**src/sv/bdel_pkg.sv**
```systemverilog
// bdel_pkg: shared types, codes and defaults of the bounded double-ended list
// used by every module of the block; no dependencies
`timescale 1ns / 1ps

package bdel_pkg;

    localparam int DEF_CAPACITY    = 256;
    localparam int DEF_ENTRY_WIDTH = 32;
    localparam int MAX_ENTRY_W     = 64;
    localparam int ENTRY_IN_W      = 32;
    localparam int READ_W          = 32;
    localparam int POS_W           = 8;
    localparam int CMD_W           = 3;
    localparam int STS_W           = 2;
    localparam int IN_TDATA_W      = 40;
    localparam int QDEPTH          = 4;
    localparam int QAW             = $clog2(QDEPTH);

    typedef enum logic [CMD_W-1:0] {
        CMD_INS_HEAD = 3'd0,
        CMD_INS_TAIL = 3'd1,
        CMD_RM_HEAD  = 3'd2,
        CMD_RM_TAIL  = 3'd3,
        CMD_RD_HEAD  = 3'd4,
        CMD_RD_TAIL  = 3'd5,
        CMD_RD_INDEX = 3'd6,
        CMD_SIZE     = 3'd7
    } cmd_t;

    typedef enum logic [STS_W-1:0] {
        STS_OK    = 2'd0,
        STS_FULL  = 2'd1,
        STS_EMPTY = 2'd2,
        STS_RANGE = 2'd3
    } status_t;

    typedef enum logic {
        BK_IDLE = 1'b0,
        BK_RESP = 1'b1
    } back_state_t;

    // classified request as it travels from front to back
    typedef struct packed {
        cmd_t             op;
        logic             ins;
        logic             rem;
        logic             rd;
        logic             at_tail;
        logic [POS_W-1:0] pos;
    } req_t;

endpackage

```
**src/sv/bdel_queue.sv**
```systemverilog
// bdel_queue: short request queue between front and back
// depends on bdel_pkg
`timescale 1ns / 1ps

module bdel_queue import bdel_pkg::*; #(
    parameter int DATA_W = DEF_ENTRY_WIDTH
) (
    input  logic              clk,
    input  logic              rst_n,
    input  logic              push,
    input  req_t              push_req,
    input  logic [DATA_W-1:0] push_data,
    output logic              full,
    input  logic              pop,
    output logic              valid,
    output req_t              head_req,
    output logic [DATA_W-1:0] head_data
);

    req_t              req_mem_reg  [QDEPTH];
    logic [DATA_W-1:0] data_mem_reg [QDEPTH];
    logic [QAW-1:0]    wr_ptr_reg, wr_ptr_next;
    logic [QAW-1:0]    rd_ptr_reg, rd_ptr_next;
    logic [QAW:0]      fill_reg, fill_next;
    logic              do_push, do_pop;

    assign full      = (fill_reg == (QAW+1)'(QDEPTH));
    assign valid     = (fill_reg != '0);
    assign do_push   = push && !full;
    assign do_pop    = pop && valid;
    assign head_req  = req_mem_reg[rd_ptr_reg];
    assign head_data = data_mem_reg[rd_ptr_reg];

    always_comb
    begin
        wr_ptr_next = do_push ? wr_ptr_reg + QAW'(1) : wr_ptr_reg;
        rd_ptr_next = do_pop  ? rd_ptr_reg + QAW'(1) : rd_ptr_reg;
        fill_next   = fill_reg;
        if (do_push && !do_pop)
            fill_next = fill_reg + (QAW+1)'(1);
        else if (do_pop && !do_push)
            fill_next = fill_reg - (QAW+1)'(1);
    end

    always_ff @(posedge clk or negedge rst_n)
    begin
        if (!rst_n)
        begin
            wr_ptr_reg <= '0;
            rd_ptr_reg <= '0;
            fill_reg   <= '0;
        end
        else
        begin
            wr_ptr_reg <= wr_ptr_next;
            rd_ptr_reg <= rd_ptr_next;
            fill_reg   <= fill_next;
        end
    end

    always_ff @(posedge clk)
    begin
        if (do_push)
        begin
            req_mem_reg[wr_ptr_reg]  <= push_req;
            data_mem_reg[wr_ptr_reg] <= push_data;
        end
    end

endmodule

```
**config.mk**
```make
export PLATFORM = sky130hd
export DESIGN_NAME = bdel_queue
export DESIGN_NICKNAME = d
export VERILOG_FILES = /design/src/sv/bdel_pkg.sv /design/src/sv/bdel_queue.sv
export SDC_FILE = /design/constraint.sdc
export NUM_CORES = 1
export LEC_CHECK = 0
export BUFFER_PORTS_ARGS = -buffer_cell sky130_fd_sc_hd__buf_2
export CORE_UTILIZATION = 35
export DETAILED_ROUTE_END_ITERATION = 10
export PLACE_DENSITY = 0.57
export RECOVER_POWER = 50
export SLEW_MARGIN = 20
export SYNTH_ARGS = -nofsm -noshare
export SYNTH_HDL_FRONTEND = slang
export SYNTH_SLANG_ARGS = --single-unit
```
**constraint.sdc**
```tcl
create_clock -name clk -period 3.3 [get_ports clk]
set_input_delay 0.495 -clock clk [delete_from_list [all_inputs] [get_ports clk]]
set_output_delay 0.495 -clock clk [all_outputs]
set_load 0.02 [all_outputs]
```
Word level (Yosys, flattened, before mapping)
Memories as Yosys holds them, arrays and structs flattened.
Cells that the tools add are included.
Word-level totals
  register bits after elaboration: 7
  RAM bits: 188
  input port bits: 51
  output and inout port bits: 49
  logic and storage cells: 23
  memories kept: 2
Memory list
  data_mem_reg: depth 4, bits a word 32, read ports 1, clocked after Yosys merged registers in 0, wr ports 1, line bdel_queue.sv:21  | logic [DATA_W-1:0] data_mem_reg [QDEPTH];
  req_mem_reg: depth 4, bits a word 15, read ports 1, clocked after Yosys merged registers in 0, wr ports 1, line bdel_queue.sv:20  | req_t req_mem_reg [QDEPTH];
Operators by class
  add/sub/neg operators: 4
  equal/unequal tests: 1
  multiplexer cells: 4
  reduce and logical (&&, ||, !) cells: 9
Operators by type and width (number)
  two-way mux 3 bit: 2
  adder 2 x 1 -> 2 bit, second input constant: 2
  logical AND 1 bit: 4
  adder 3 x 1 -> 3 bit, second input constant: 1
  equality test 3 bit, second input constant: 1
  logical NOT 1 bit: 3
  nonzero test 3 bit: 1
  subtractor 3 x 1 -> 3 bit, second input constant: 1
  two-way mux 1 bit: 2
  nonzero test 2 bit: 1

Longest topological paths before layout
  depth in word-level cells: 7
  depth in mapped cells: 9

Worst setup path before layout
Ideal clock, no wire load.
  path kind: reg2reg
  start point: register fill_reg[2]
  end point: memory data_mem_reg[0][0] (netlist name) (enable)
  setup time: 0.409 ns
  arrival: 1.982 ns
  data required time: 2.891 ns
  setup slack: 0.909 ns
  stages on the path, launching flop included: 5
  path buffers: 1
  period minus slack after synthesis: 2.391 ns
  path through: dfrtp_1 nor3b_2 nor2b_1 buf_2 and2_1
On the way
  longest elaborated chain between the ends: 5
RTL lines
  from (decl): line bdel_queue.sv:24  | logic [QAW:0] fill_reg, fill_next;
  from (signal assigned): line bdel_queue.sv:57  | fill_reg <= fill_next;
  equality test 3 bit: line bdel_queue.sv:27  | assign full = (fill_reg == (QAW+1)'(QDEPTH));
  via full: line bdel_queue.sv:13  | output logic full,
  logical NOT 1 bit: line bdel_queue.sv:29  | assign do_push = push && !full;
  logical AND 1 bit: line bdel_queue.sv:29
  via do_push: line bdel_queue.sv:25  | logic do_push, do_pop;
  two-way mux 1 bit: line bdel_queue.sv:63  | if (do_push)
  two-way mux 1 bit (not written as such): line bdel_queue.sv:66  | data_mem_reg[wr_ptr_reg] <= push_data;
  to (decl): line bdel_queue.sv:21
The timed path passes the listed nets, and every way through them passes these cells.

Worst setup path after layout
  start point: register fill_reg[2]
  end point: memory data_mem_reg[3][3] (netlist name) (enable)
On the way
  longest elaborated chain between the ends: 5
RTL lines (line)
  equality test 3 bit: bdel_queue.sv:27
  logical NOT 1 bit: bdel_queue.sv:29
  logical AND 1 bit: bdel_queue.sv:29
  two-way mux 1 bit: bdel_queue.sv:63
  two-way mux 1 bit (not written as such): bdel_queue.sv:66
Every way passes these cells.

==> results.txt <==
The flow ran to the end, and the final reports show no timing, DRC or antenna violations. Of all cell types, the one taking the most synthesized area is sky130_fd_sc_hd__edfxtp_1. The worst setup path is captured at a register. The clock tree synthesis step divided the H-tree into 4 levels. During placement, the flow inserted port buffers numbering 99. The number of vias in the routed layout was 3171.

The share of final-layout standard cells stronger than drive strength 1 came out at 0.338. From bottom edge to top edge, the die measures 146 µm. Clock-pin slew was measured on the worst setup and hold paths at 0.07 ns.

The logs give 0.427 for the part of the power in registers and 338 for the net count after synthesis. The number of antenna violations at the first check in global routing was 0; the sum of routed wire length over all layers was 12800 µm. The effective utilization at floorplan is 0.357, and the final worst-path cycle share is 0.782. For the filler-free cell count of the finished design, the log shows 678. The origin of the worst min-delay path was push_req[13]. For this design the static power due to leakage is 2.83 nW.

Required time of the critical path: 3.41 ns. By startpoint and endpoint, the worst setup path is classified as reg -> reg. The top fanout value on the critical path is 34.

The path class of the tightest hold or removal check is in -> reg. The combinational group share of total power was 0.310. The number of iterations in the first detailed-routing pass is 4, and the data arrival time of the critical path is 2.69 ns. The overflow left after global routing came out at 0. The tools report the global-route wire length before repair as 20000 µm. Setup repair after global routing left no endpoint under its margin.

The weighted congestion at the end of routability-driven global placement was 0.663; the net switching fraction of the power was 0.309. A synthesized cell averages 25.7 µm². For the net count reported at finish, the log shows 454. The run gives 0.211 as the worst-case headroom to the max-slew limit. For the final database, setup skew stands at 0.00772 ns. The number of distinct library cells after synthesis came out at 22.

The critical path starts at fill_reg[2]. At the pin with the least slew margin, the transition time is 1.18 ns. The tools report the full die area as 21200 µm². Area taken by flip-flops and latches: 5830 µm².

The final-report hold violation count is 0, and the top-level port count is 100. The half-perimeter wire length of the detailed placement result came out at 7930 µm. Counting every instance in the synthesized netlist gives 281. In the post-synthesis netlist, the biggest area contributors are sky130_fd_sc_hd__edfxtp_1, sky130_fd_sc_hd__mux4_2, sky130_fd_sc_hd__dfrtp_1.

The area growth from synthesis to layout is 19.5%. The number of antenna diodes in the final layout is 0. The final-report max-slew violation count came out at 0. The post-cts resize count is 0.

The number of setup violations in the final report is 0, and the net load switching power is 2.51 mW. The area of the placeable core is 20200 µm². The peak supply drop was 398 µV; the maximum operating frequency was 387 MHz. The cell area power density is 940 nW/µm², and the detail-routed via count per cell is 4.68. The number of buffers on the longest clock path was 2.

The logs give 1280 µm² for the area used by multi-input combinational logic and 149 for the initial detailed-routing violation count. The logs give 3533 for the via count of the first global-routing pass and 647 for the count of placed standard cells including taps. The routed design could run at a clock period as short as 2.58 ns. Pin count of the biggest net entering global routing: 35.

The run gives 0 as the number of nets still failing antenna checks after routing. After detailed routing, the number of remaining DRC violations is 0. Counting the fill cells in the layout gives 1773. The worst setup path is launched from a register. The top cell type's share of synthesized area was 0.782; the total number of clock tree sinks was 195.

Width of the die: 146 µm. For the clock network power share, the log shows 0.262. The cell area after technology mapping is 7220 µm², and the number of synthesized register bits is 195. The launching point of the worst reg2reg path was fill_reg[2]. TritonCTS built the clock tree. The tool flagged a number of max-cap violations equal to 0. Post-CTS timing repair inserted 0 buffers for setup. The number of buffers inserted during clock tree synthesis was 17. After floorplanning, the core was divided into 52 placement rows. Sequential fraction of the synthesis area: 0.806. The master cell of the clock root buffer is sky130_fd_sc_hd__clkbuf_16.

Setup total negative slack on the finished layout was measured at 0 ns. Clock insertion delay at the later pin of the skew report: 0.42 ns. For this run, the number of Yosys warnings is 0. The total routing usage reported by global routing was 0.129. The internal portion of the total power is 5.60 mW.

The number of flip-flops in the largest register was 128; the detail-routed net length per standard cell was 18.9 µm.
==> worst max-delay path: stages, from the launching register on <==
cell                      delay, ns
sky130_fd_sc_hd__dfrtp_1       0.40
sky130_fd_sc_hd__nor3b_1       0.17
sky130_fd_sc_hd__nor2b_1       0.41
sky130_fd_sc_hd__and2_0        0.93
sky130_fd_sc_hd__buf_12        0.33
==> synth_stat cells <==
master                     instances
sky130_fd_sc_hd__edfxtp_1        188
sky130_fd_sc_hd__mux4_2           45
sky130_fd_sc_hd__dfrtp_1           7
sky130_fd_sc_hd__ha_1              5
sky130_fd_sc_hd__and2_1            4
sky130_fd_sc_hd__buf_2             4
sky130_fd_sc_hd__xnor2_1           4
sky130_fd_sc_hd__buf_4             3
sky130_fd_sc_hd__inv_1             3
sky130_fd_sc_hd__buf_12            2
sky130_fd_sc_hd__clkbuf_1          2
sky130_fd_sc_hd__mux2_2            2
sky130_fd_sc_hd__mux4_1            2
sky130_fd_sc_hd__xor2_1            2
sky130_fd_sc_hd__buf_6             1
sky130_fd_sc_hd__fa_1              1
sky130_fd_sc_hd__nand2_1           1
sky130_fd_sc_hd__nand3_1           1
sky130_fd_sc_hd__nor2_1            1
sky130_fd_sc_hd__nor2b_1           1
sky130_fd_sc_hd__nor3b_2           1
sky130_fd_sc_hd__or3_1             1
==> power groups by stage <==
stage          Sequential [mW]  Combinational (mW)  Clock, mW
3_5_place_dp              3.53                2.62          0
3_3_place_gp              3.50                2.59          0
4_1_cts                   3.48                2.63       2.18
6_report                  3.47                2.52       2.13
2_1_floorplan             3.43                1.87          0
5_1_grt                   3.52                2.72       2.27
==> routing by layer <==
metal / share of wire / up-vias / global-route usage
li1: - / 1417 / -
met1: 0.44 / 1658 / 0.162
met2: 0.51 / 83 / 0.216
met3: 0.037 / 13 / 0.0370
met4: 0.012 / 0 / 0.0421
met5: 0 / - / 0
==> placed cells by master (no fill, tap or decap), types with 2 or more instances in the layout <==
cell and count:
sky130_fd_sc_hd__ha_1 5, sky130_fd_sc_hd__xor2_1 2, sky130_fd_sc_hd__inv_1 3, sky130_fd_sc_hd__clkinvlp_4 2, sky130_fd_sc_hd__mux4_1 2, sky130_fd_sc_hd__buf_4 4
sky130_fd_sc_hd__and2_2 3, sky130_fd_sc_hd__clkbuf_16 17, sky130_fd_sc_hd__mux4_2 45, sky130_fd_sc_hd__buf_12 4, sky130_fd_sc_hd__bufinv_16 4, sky130_fd_sc_hd__dfrtp_1 5
sky130_fd_sc_hd__edfxtp_1 188, sky130_fd_sc_hd__buf_2 50, sky130_fd_sc_hd__clkbuf_1 51, sky130_fd_sc_hd__xnor2_1 4, sky130_fd_sc_hd__mux2_2 2, sky130_fd_sc_hd__clkinv_4 2
==> path summary, 6_finish.rpt <==
check | endpoint | slack, ns | depth (start not counted)
min in group asynchronous | fill_reg[0] | 0.51 | 2
worst max-delay path | data_mem_reg[3][3] | 0.72 | 4
max in group asynchronous | rd_ptr_reg[0] | 2.48 | 2
worst min-delay path | req_mem_reg[3][13] | 0.33 | 1
worst min register to register | fill_reg[2] | 0.51 | 1
worst max register to register | data_mem_reg[3][3] | 0.72 | 4
==> final cells by class <==
| cell class | count | area share |
|---|---|---|
| repair buffers | 109 | 0.0647 |
| clock buffers | 18 | 0.0497 |
| clock inverters | 12 | 0.0210 |
| flip-flops and latches | 195 | 0.675 |
| multi-input cells | 71 | 0.149 |
| inverters | 3 | 0.00131 |
| well taps | 270 | 0.0392 |
==> cell families after synthesis <==
kind of cell / count (synthesis) / share of synthesized area
xor gates and xnor gates: 6 / 0.00728
adders and majority gates: 6 / 0.0114
buffers and inverters: 15 / 0.0156
DFF: 195 / 0.806
muxes: 49 / 0.151
and+or+nand+nor: 10 / 0.00866
==> per-stage QoR <==
stage,hold slack [ns],cell area [µm²],worst slack [ns],power [mW],util
floorplan,0.199,7220,0.909,5.31,-
global placement,0.339,8080,1.15,6.09,0.399
detailed placement,0.345,8080,1.06,6.15,0.399
CTS,0.265,8700,0.749,8.29,0.430
global route,0.324,8630,0.528,8.50,0.426
finish,0.328,8630,0.719,8.11,0.426
==> repair_timing <==
item / in CTS / in global routing
hold endpoints to repair: 7 / 0
endpoints found under the setup margin: 0 / 0
hold buffers: 1 / 0
Power figures use the tool's default switching activity.
